===== config.mk =====
export PLATFORM = sky130hd
export DESIGN_NAME = escaped_frame_deframer_top
export DESIGN_NICKNAME = d
export VERILOG_FILES = /design/src/hdl/efd_pkg.sv /design/src/hdl/efd_parser.sv /design/src/hdl/escaped_frame_deframer_top.sv
export VERILOG_INCLUDE_DIRS = /design/src /design/src/hdl
export SDC_FILE = /design/constraint.sdc
export NUM_CORES = 1
export LEC_CHECK = 0
export ABC_AREA = 1
export BUFFER_PORTS_ARGS = -buffer_cell sky130_fd_sc_hd__buf_4
export CAP_MARGIN = 20
export CELL_PAD_IN_SITES_DETAIL_PLACEMENT = 1
export CELL_PAD_IN_SITES_GLOBAL_PLACEMENT = 1
export CORE_MARGIN = 3
export CORE_UTILIZATION = 42
export CTS_BUF_LIST = sky130_fd_sc_hd__clkbuf_4 sky130_fd_sc_hd__clkbuf_8
export DETAILED_ROUTE_END_ITERATION = 16
export PLACE_DENSITY = 0.85
export REMOVE_ABC_BUFFERS = 1
export SLEW_MARGIN = 25
export SYNTH_ARGS = -nofsm -noshare
export SYNTH_HDL_FRONTEND = slang
export SYNTH_SLANG_ARGS = --single-unit
export TNS_END_PERCENT = 1

===== constraint.sdc =====
create_clock -name clk -period 2.8 [get_ports clk]
set_input_delay 0.56 -clock clk [delete_from_list [all_inputs] [get_ports clk]]
set_output_delay 0.56 -clock clk [all_outputs]
set_load 0.05 [all_outputs]

===== src/hdl/escaped_frame_deframer_top_defines.svh =====
// Assertion macros for the escaped frame deframer.
// Included by the top level; expects clk and rst_n in scope.
`ifndef ESCAPED_FRAME_DEFRAMER_TOP_DEFINES_SVH
`define ESCAPED_FRAME_DEFRAMER_TOP_DEFINES_SVH

// same-cycle implication
`define EFD_ASSERT_NOW(lbl, ante, cons, msg) \
  lbl: assert property (@(posedge clk) disable iff (!rst_n) (ante) |-> (cons)) \
    else $error(msg);

// next-cycle implication
`define EFD_ASSERT_NEXT(lbl, ante, cons, msg) \
  lbl: assert property (@(posedge clk) disable iff (!rst_n) (ante) |=> (cons)) \
    else $error(msg);

`endif


===== src/hdl/efd_pkg.sv =====
// Shared types and constants for the escaped frame deframer.
// No dependencies; used by efd_parser and escaped_frame_deframer_top.
package efd_pkg;

  localparam int BYTE_W    = 8;
  localparam int BUFID_W   = 2;
  localparam int POS_W     = 9;
  localparam int CFG_IDX_W = 2;
  localparam int MODE_W    = 2;

  // parser modes
  localparam logic [MODE_W-1:0] MODE_HUNT  = 2'd0;
  localparam logic [MODE_W-1:0] MODE_FRAME = 2'd1;
  localparam logic [MODE_W-1:0] MODE_ESC   = 2'd2;

  // event kinds
  localparam logic EVT_DATA = 1'b0;
  localparam logic EVT_DONE = 1'b1;

  // configuration register indexes
  localparam logic [CFG_IDX_W-1:0] CFG_FLAG = 2'd0;
  localparam logic [CFG_IDX_W-1:0] CFG_ESC  = 2'd1;
  localparam logic [CFG_IDX_W-1:0] CFG_MASK = 2'd2;

  localparam logic [BYTE_W-1:0] FLAG_RST = 8'h7E;
  localparam logic [BYTE_W-1:0] ESC_RST  = 8'h7D;
  localparam logic [BYTE_W-1:0] MASK_RST = 8'h20;

  typedef struct packed {
    logic [BYTE_W-1:0] flag_byte;
    logic [BYTE_W-1:0] escape_byte;
    logic [BYTE_W-1:0] escape_mask;
  } cfg_t;

  typedef struct packed {
    logic               valid;
    logic               kind;
    logic [BUFID_W-1:0] buffer_id;
    logic [POS_W-1:0]   position;
    logic [BYTE_W-1:0]  data_byte;
  } evt_t;

endpackage


===== src/hdl/efd_parser.sv =====
// Deframer state machine: mode, fill count and buffer number, one byte per step.
// Depends on efd_pkg; the event is combinational and registered by the top level.
module efd_parser #(
  parameter int MAX_FRAME_BYTES = 256,
  parameter int NUM_BUFFERS     = 4,
  localparam int FILL_W = $clog2(MAX_FRAME_BYTES + 1)
) (
  input  logic                      clk,
  input  logic                      rst_n,
  input  logic                      step,
  input  logic [efd_pkg::BYTE_W-1:0] byte_i,
  input  logic                      err_i,
  input  efd_pkg::cfg_t             cfg,
  output efd_pkg::evt_t             evt,
  output logic [FILL_W-1:0]         fill_o
);

  localparam int BUFN_W = (NUM_BUFFERS > 1) ? $clog2(NUM_BUFFERS) : 1;
  localparam logic [FILL_W-1:0] FILL_MAX  = FILL_W'(MAX_FRAME_BYTES);
  localparam logic [BUFN_W-1:0] BUFN_LAST = BUFN_W'(NUM_BUFFERS - 1);

  logic [efd_pkg::MODE_W-1:0] mode_r, mode_nxt, mode_eff;
  logic [FILL_W-1:0]          fill_r, fill_nxt, fill_eff;
  logic [BUFN_W-1:0]          bufn_r, bufn_nxt;
  efd_pkg::evt_t              ev;

  always_comb begin
    // full frame drops back to hunting before the byte is handled
    if (fill_r >= FILL_MAX) begin
      mode_eff = efd_pkg::MODE_HUNT;
      fill_eff = '0;
    end else begin
      mode_eff = mode_r;
      fill_eff = fill_r;
    end

    mode_nxt = mode_eff;
    fill_nxt = fill_eff;
    bufn_nxt = bufn_r;
    ev       = '0;
    ev.buffer_id = efd_pkg::BUFID_W'(bufn_r);

    unique case (mode_eff)
      efd_pkg::MODE_ESC: begin
        ev.valid     = 1'b1;
        ev.kind      = efd_pkg::EVT_DATA;
        ev.position  = efd_pkg::POS_W'(fill_eff);
        ev.data_byte = byte_i ^ cfg.escape_mask;
        fill_nxt     = fill_eff + 1'b1;
        mode_nxt     = efd_pkg::MODE_FRAME;
      end
      efd_pkg::MODE_FRAME: begin
        if (byte_i == cfg.escape_byte) begin
          mode_nxt = efd_pkg::MODE_ESC;
        end else if (byte_i == cfg.flag_byte) begin
          if (fill_eff != '0) begin
            ev.valid    = 1'b1;
            ev.kind     = efd_pkg::EVT_DONE;
            ev.position = efd_pkg::POS_W'(fill_eff);
            bufn_nxt    = (bufn_r == BUFN_LAST) ? '0 : bufn_r + 1'b1;
            mode_nxt    = efd_pkg::MODE_HUNT;
          end
          fill_nxt = '0;
        end else begin
          ev.valid     = 1'b1;
          ev.kind      = efd_pkg::EVT_DATA;
          ev.position  = efd_pkg::POS_W'(fill_eff);
          ev.data_byte = byte_i;
          fill_nxt     = fill_eff + 1'b1;
        end
      end
      default: begin
        mode_nxt = efd_pkg::MODE_HUNT;
        if (byte_i == cfg.flag_byte) begin
          mode_nxt = efd_pkg::MODE_FRAME;
          fill_nxt = '0;
        end
      end
    endcase
  end

  always_ff @(posedge clk) begin
    if (!rst_n) begin
      mode_r <= efd_pkg::MODE_HUNT;
      fill_r <= '0;
      bufn_r <= '0;
    end else if (step && !err_i) begin
      mode_r <= mode_nxt;
      fill_r <= fill_nxt;
      bufn_r <= bufn_nxt;
    end
  end

  always_comb begin
    evt       = ev;
    evt.valid = ev.valid && !err_i;
  end

  assign fill_o = fill_r;

endmodule


===== src/hdl/escaped_frame_deframer_top.sv =====
// Escaped frame deframer, top level: stream ports, config registers, result register.
// Depends on efd_pkg, efd_parser and escaped_frame_deframer_top_defines.svh.
//
// Takes one received byte per cycle and delivers at most one event per byte,
// in the cycle after the transfer, from a single output register. Input ready
// drops only while that register holds an event the sink has not taken, so
// with out_tready high the block sustains one byte per clock. Bytes with a
// line error are dropped without changing state. Each stored byte comes out
// as a data event (buffer, position, unescaped byte); a closing flag after a
// non-empty frame gives a completion event carrying the frame length, and the
// buffer number then advances modulo NUM_BUFFERS. Configuration writes are
// meant to happen while no event is pending.
`include "escaped_frame_deframer_top_defines.svh"

module escaped_frame_deframer_top #(
  parameter int MAX_FRAME_BYTES = 256,
  parameter int NUM_BUFFERS     = 4
) (
  input  logic                           clk,
  input  logic                           rst_n,
  // input stream
  input  logic                           in_tvalid,
  output logic                           in_tready,
  input  logic [7:0]                     in_tdata,   // [7:0] rx_byte
  input  logic [0:0]                     in_tuser,   // [0] line_error
  // result stream
  output logic                           out_tvalid,
  input  logic                           out_tready,
  output logic [23:0]                    out_tdata,  // [1:0] buffer_id, [10:2] position,
                                                     // [18:11] data_byte, [23:19] zero
  output logic [0:0]                     out_tuser,  // [0] event_kind
  // configuration
  input  logic                           cfg_we,
  input  logic [efd_pkg::CFG_IDX_W-1:0]  cfg_index,
  input  logic [efd_pkg::BYTE_W-1:0]     cfg_wdata
);

  localparam int FILL_W = $clog2(MAX_FRAME_BYTES + 1);

  efd_pkg::cfg_t      cfg_r;
  efd_pkg::evt_t      evt;
  logic [FILL_W-1:0]  fill;
  logic               in_xfer;
  logic               out_valid_r;
  logic [23:0]        out_data_r;
  logic               out_kind_r;

  always_ff @(posedge clk) begin
    if (!rst_n) begin
      cfg_r.flag_byte   <= efd_pkg::FLAG_RST;
      cfg_r.escape_byte <= efd_pkg::ESC_RST;
      cfg_r.escape_mask <= efd_pkg::MASK_RST;
    end else if (cfg_we) begin
      case (cfg_index)
        efd_pkg::CFG_FLAG: cfg_r.flag_byte   <= cfg_wdata;
        efd_pkg::CFG_ESC:  cfg_r.escape_byte <= cfg_wdata;
        efd_pkg::CFG_MASK: cfg_r.escape_mask <= cfg_wdata;
        default: ;
      endcase
    end
  end

  assign in_tready = !out_valid_r || out_tready;
  assign in_xfer   = in_tvalid && in_tready;

  efd_parser #(
    .MAX_FRAME_BYTES (MAX_FRAME_BYTES),
    .NUM_BUFFERS     (NUM_BUFFERS)
  ) u_parser (
    .clk    (clk),
    .rst_n  (rst_n),
    .step   (in_xfer),
    .byte_i (in_tdata),
    .err_i  (in_tuser[0]),
    .cfg    (cfg_r),
    .evt    (evt),
    .fill_o (fill)
  );

  always_ff @(posedge clk) begin
    if (!rst_n) begin
      out_valid_r <= 1'b0;
    end else if (in_xfer) begin
      out_valid_r <= evt.valid;
    end else if (out_tready) begin
      out_valid_r <= 1'b0;
    end
  end

  always_ff @(posedge clk) begin
    if (in_xfer && evt.valid) begin
      out_data_r <= {5'd0, evt.data_byte, evt.position, evt.buffer_id};
      out_kind_r <= evt.kind;
    end
  end

  assign out_tvalid   = out_valid_r;
  assign out_tdata    = out_data_r;
  assign out_tuser[0] = out_kind_r;

  `EFD_ASSERT_NOW(a_fill_bound, 1'b1, fill <= FILL_W'(MAX_FRAME_BYTES), "fill count past frame limit")
  `EFD_ASSERT_NEXT(a_err_no_evt, in_xfer && in_tuser[0], !out_valid_r, "event from errored byte")
  `EFD_ASSERT_NOW(a_done_zero, out_valid_r && out_tuser[0] == efd_pkg::EVT_DONE, out_tdata[18:11] == 8'd0, "completion with data")

endmodule


## Word level (Yosys, flattened, before mapping)

Index checks and enable logic that the tools add are counted.

| word-level totals | value |
|---|---|
| flip-flop bits (word level) | 58 |
| input bits | 24 |
| output and inout bits | 27 |
| logic and storage cells | 58 |

| operators by class | value |
|---|---|
| add/subtract/negate cells | 2 |
| order comparisons | 1 |
| equality and inequality tests | 7 |
| mux-type cells | 23 |
| bitwise logic cells | 2 |
| reduce and logical (&&, ||, !) cells | 14 |

Operators with widths:

| kind | number |
|---|---|
| 2-to-1 mux 9 bit | 6 |
| case mux 17 bit (2 select lines) | 1 |
| case mux 9 bit (2 select lines) | 1 |
| 2-to-1 mux 17 bit | 1 |
| equality test 8 bit | 2 |
| 2-to-1 mux 2 bit | 8 |
| adder 9 x 1 -> 9 bit (second input constant) | 1 |
| greater-or-equal comparator 9 bit (second input constant) | 1 |
| nonzero test 9 bit | 1 |
| 2-to-1 mux 8 bit | 1 |
| case mux 2 bit (2 select lines) | 2 |
| XOR 8 bit | 1 |
| equality test 2 bit (second input constant) | 3 |
| AND reduction 2 bit | 3 |
| AND reduction 5 bit | 1 |
| equality test 2 x 1 -> 1 bit (second input constant) | 2 |
| logical AND 1 bit | 4 |
| 2-to-1 mux 1 bit | 3 |
| adder 2 x 1 -> 2 bit (second input constant) | 1 |
| zero test 1 bit | 2 |
| zero test 2 bit | 1 |
| nonzero test 2 bit | 1 |
| logical OR 1 bit | 1 |
| inverter 1 bit | 1 |

## Logic depth before layout (Yosys ltp)

| logic depth | value |
|---|---|
| depth in word-level cells | 9 |
| mapped depth | 14 |
| gate-level depth less buffers | 14 |

## Modules after synthesis

Synthesis repeated with hierarchy kept, for this count alone.

| second synthesis, totals | value |
|---|---|
| cells, all modules | 485 |
| area total of the unflattened synthesis | 3383.2 um2 |

Modules (own cells, without submodules):

| module | instances | cells an instance | area an instance (um2) | seq. area each (um2) |
|---|---|---|---|---|
| escaped_frame_deframer_top | 1 | 169 | 1700.4 | 1101.1 |
| efd_parser | 1 | 316 | 1682.9 | 260.2 |

## Least setup slack after synthesis

No wires, ideal clock.

| path | value |
|---|---|
| path kind | register to register |
| from | register u_parser.fill_r[8], in the netlist u_parser.fill_o[8] |
| to | register out_data_r[0], in the netlist out_tdata[0], enable pin |
| setup time | 0.375 ns |
| data arrival time | 1.882 ns |
| required time | 2.425 ns |
| path slack | 0.543 ns |
| cell stages (with the launch flop) | 10 |
| buffers on the path | 0 |
| period minus slack after synthesis | 2.257 ns |
| path through | dfxtp_1 > inv_4 > nand2_1 > inv_1 > ha_1 > inv_1 > nand2_1 > inv_1 > nand2_1 > inv_1 |

| between the ends | value |
|---|---|
| cells in the longest elaborated chain, start to end | 9 |
| elaborated cells on any way between the ends | 12 |
| those cells by class | order compare (1); eq/ne (2); mux (6); reduce/logical (3) |

RTL lines:

| what | RTL line | text |
|---|---|---|
| start, declared | efd_parser.sv:23 | `logic [FILL_W-1:0] fill_r, fill_nxt, fill_eff;` |
| start signal, assigned | efd_parser.sv:89 | `fill_r <= fill_nxt;` |
| greater-or-equal comparator 9 bit | efd_parser.sv:29 | `if (fill_r >= FILL_MAX) begin` |
| 2-to-1 mux 9 bit | efd_parser.sv:29 |  |
| nonzero test 9 bit | efd_parser.sv:56 | `if (fill_eff != '0) begin` |
| 2-to-1 mux 2 bit | efd_parser.sv:56 |  |
| 2-to-1 mux 2 bit | efd_parser.sv:55 | `end else if (byte_i == cfg.flag_byte) begin` |
| 2-to-1 mux 2 bit | efd_parser.sv:53 | `if (byte_i == cfg.escape_byte) begin` |
| case mux 2 bit (2 select lines) * | efd_parser.sv:43 | `unique case (mode_eff)` |
| logical AND 1 bit * | efd_parser.sv:96 | `evt.valid = ev.valid && !err_i;` |
| logical AND 1 bit * | escaped_frame_deframer_top.sv:91 | `if (in_xfer && evt.valid) begin` |
| end signal, assigned | escaped_frame_deframer_top.sv:92 | `out_data_r <= {5'd0, evt.data_byte, evt.position, evt.buffer_id};` |
| end, declared | escaped_frame_deframer_top.sv:45 | `logic [23:0] out_data_r;` |

Mark *: on every way between the ends. The rest lies on a longest branch, timed or not.
A chain may end at the register's enable or synchronous reset.

## Worst setup path after layout

Ends and elaborated chain as after synthesis.

==> impl_results.md <==
- Status: finished, final reports clean
- Initial antenna violation count: 0
- Worst EP required: approximately 2.8 ns
- Initial Util: 0.438
- Number of buffers and inverters on the critical path: 5
- IO Pins: 51
- N_diodes: 0
- Clk pin slew, worst setup/hold paths: approximately 0.080 ns
- Hold slack: 0.449 ns
- Clock Sinks: 58
- DRT iter0 DRCs: around 160
- Final Cell Area: 0.00382 mm^2
- Lkg Pwr: 1.76 nW
- Total track usage: 0.221
- Synthesized netlist cell count: between 400 and 500
- Crit path kind: reg2reg
- Global-route wire length before repair: 15100 um
- Crit share post-route: 0.860
- F_max: 415 MHz
- DR vias: 3050
- Hpwl dp: 6710 um
- CTS HTree Levels: 3
- Peak VDD IR: 273 uV
- Crit path max fanout: 20
- Final ANT Viol Nets: 0
- Hold Path Origin: cfg_wdata[6]
- CP Launch Type: flip-flop
- Pin count of the biggest net entering global routing: 29
- CP endpoint kind: flip-flop
- Post-Route M1 WL: approximately 4000 um
- Routed wl met3: 362 um
- Critical path's most frequent cell: inv_1
- CTS Buf Count: 9
- Final setup viols: 0
- Detailed-routed wire length on met2: 4520 um
- Hold WC Path Type: in2reg
- Setup Skew: 0.0147 ns
- Crit-path leading delay family: buffers and inverters
- Final WL: 9140 um
- Area post-placement: around 0.0036 mm^2
- Crit-path max cell delay: between 0.5 and 0.6 ns
- Number of global-route vias before repair: 3166
- Slew at the pin closest to its max-slew limit: ~0.75 ns
- Die Y: slightly above 90 um
- Final WS setup: 0.391 ns
- IO buf count: 45
- Num rows: 31
- Final Hold Fails: 0
- Post-synthesis sequential area ratio: 0.424
- Synthesis-to-finish area growth: 18.9%
- Core box area: 0.00733 mm^2
- Slew HR: 0.501
- Commonest non-fill, non-tap cell in the layout: nand2_1
- TritonCTS clock tree: yes
- Residual DRC count: 0
- DP Worst Slack: between 0.3 and 0.4 ns
- Layout Cells excl Fill: roughly 590
- Slowest cell on the critical path: inv_1
- Synth Cell Area: 0.00321 mm^2
- Die width: 93.5 um
- NumNets Final: between 500 and 600
- Max Cap Viol: 0
- FF+latch count, synth: 58
- Ratio of cells with drive above 1 in the final layout: 0.199
- Crit path DAT: 2.37 ns
- GR Overflow Total: 0
- CTS resizes: 0
- Clk_lat worst skew: 0.34 ns
- Post-DR wirelength/cell: between 15 and 20 um
- Yosys warnings: 0
- RSZ-0062 raised after global routing: false
- Pins Over Slew Limit: 0
- Cells after DPL: 570
- Clk root buf: clkbuf_8
- Fin util: 0.521
- PD cells: ~470 mW/mm^2
- Highest Signal Layer: met4
- Power after layout: 1.80 mW
- Post-layout min period: 2.41 ns
- Syn avg cell area: about 7.4 um^2
- 1st-pass router iterations: 4
- # hold bufs at CTS: 0
- Postcts setup bufs: 0
- Crit path from: u_parser.fill_o[8]
- GP Congestion: 0.901
- Full die area: 0.00873 mm^2
- Worst R2R Start: u_parser.fill_o[8]
- Sum Neg Setup Slack: 0 ns
- Synth unique cells: 32
- CP Cell Sequence: inv_4 > nand2_1 > inv_1 > ha_1 > inv_1 > nand2_1 > inv_1 > nand2_1 > inv_1
- Maximum buffer depth of the clock tree: 2
- Most frequent cells in the layout: nand2_1, inv_1, buf_4
- Via density: 5.20
[synth_stat cells]
master,count,share of area
nor2_2,4,0.0078
conb_1,1,0.0012
o211ai_1,7,0.016
o21ai_0,20,0.031
a21boi_1,5,0.012
inv_1,61,0.071
nand4_1,7,0.014
clkbuf_1,11,0.013
ha_1,5,0.019
xor2_1,2,0.0055
dfxtp_1,38,0.24
inv_4,1,0.0019
nor2_1,32,0.037
a21oi_2,7,0.019
buf_4,5,0.012
nand2_1,108,0.13
nor3_1,7,0.011
nand2_2,6,0.012
nor2_4,3,0.011
a21oi_4,1,0.0051
inv_2,5,0.0058
a21oi_1,25,0.039
nand3_1,26,0.041
clkinv_1,1,0.0012
edfxtp_1,20,0.19
xnor2_1,8,0.022
nand3_4,1,0.0055
buf_2,1,0.0016
buf_6,1,0.0035
nand2_4,2,0.0070
o21ai_1,4,0.0062
a211oi_1,8,0.019
[report_power, final]
group | internal, mW | switching [mW]
combinational | 0.0656 | 0.128
sequential | 0.885 | 0.0114
clock | 0.327 | 0.384
[path summary, 6_finish.rpt]
| path | to | slack, ns | cells after the start |
|---|---|---|---|
| hold reg to reg | cfg_r[2] | 0.47 | 2 |
| setup / recovery | out_tdata[0] | 0.39 | 9 |
| hold / removal | cfg_r[22] | 0.45 | 3 |
| setup reg to reg | out_tdata[0] | 0.39 | 9 |
[registers in the layout, summed over array words and instances, names as in the netlist]
name	count
out_tvalid	1
u_parser.mode_r	2
out_tuser	1
u_parser.bufn_r	2
cfg_r	24
u_parser.fill_o	9
out_tdata	19
[area by class of cell]
| cell class | count | area [um^2] |
|---|---|---|
| Sequential cell | 58 | 1360 |
| Fill cell | 933 | 3510 |
| Tap cell | 99 | 124 |
| Clock inverter | 7 | 53.8 |
| Inverter | 68 | 258 |
| Timing Repair Buffer | 51 | 383 |
| Multi-Input combinational cell | 294 | 1520 |
| Clock buffer | 9 | 124 |
[kinds of logic after synthesis]
group                    after synthesis  share of synthesized area
flip-flops                            58                      0.424
adder cells (fa/ha/maj)                5                     0.0195
AO/OA/AOI/OAI                         77                      0.147
AND/OR/NAND/NOR                      196                      0.271
buffers and inverters                 86                      0.110
other                                  1                    0.00117
XOR/XNOR                              10                     0.0273
[layer usage]
layer  GRT usage  vias up
met5           0        -
met4      0.0891        0
met3      0.0338       19
met2       0.388       75
met1       0.270     1472
li1            -     1484
[worst register-to-register path, delay by kind of cell, from the launching register on]
| family | cells | cell delay (ns) |
|---|---|---|
| adders and majority gates | 1 | 0.31 |
| buffers and inverters | 5 | 0.94 |
| DFF | 1 | 0.48 |
| and+or+nand+nor | 3 | 0.30 |
No activity file was read; power rests on OpenSTA's default activity.
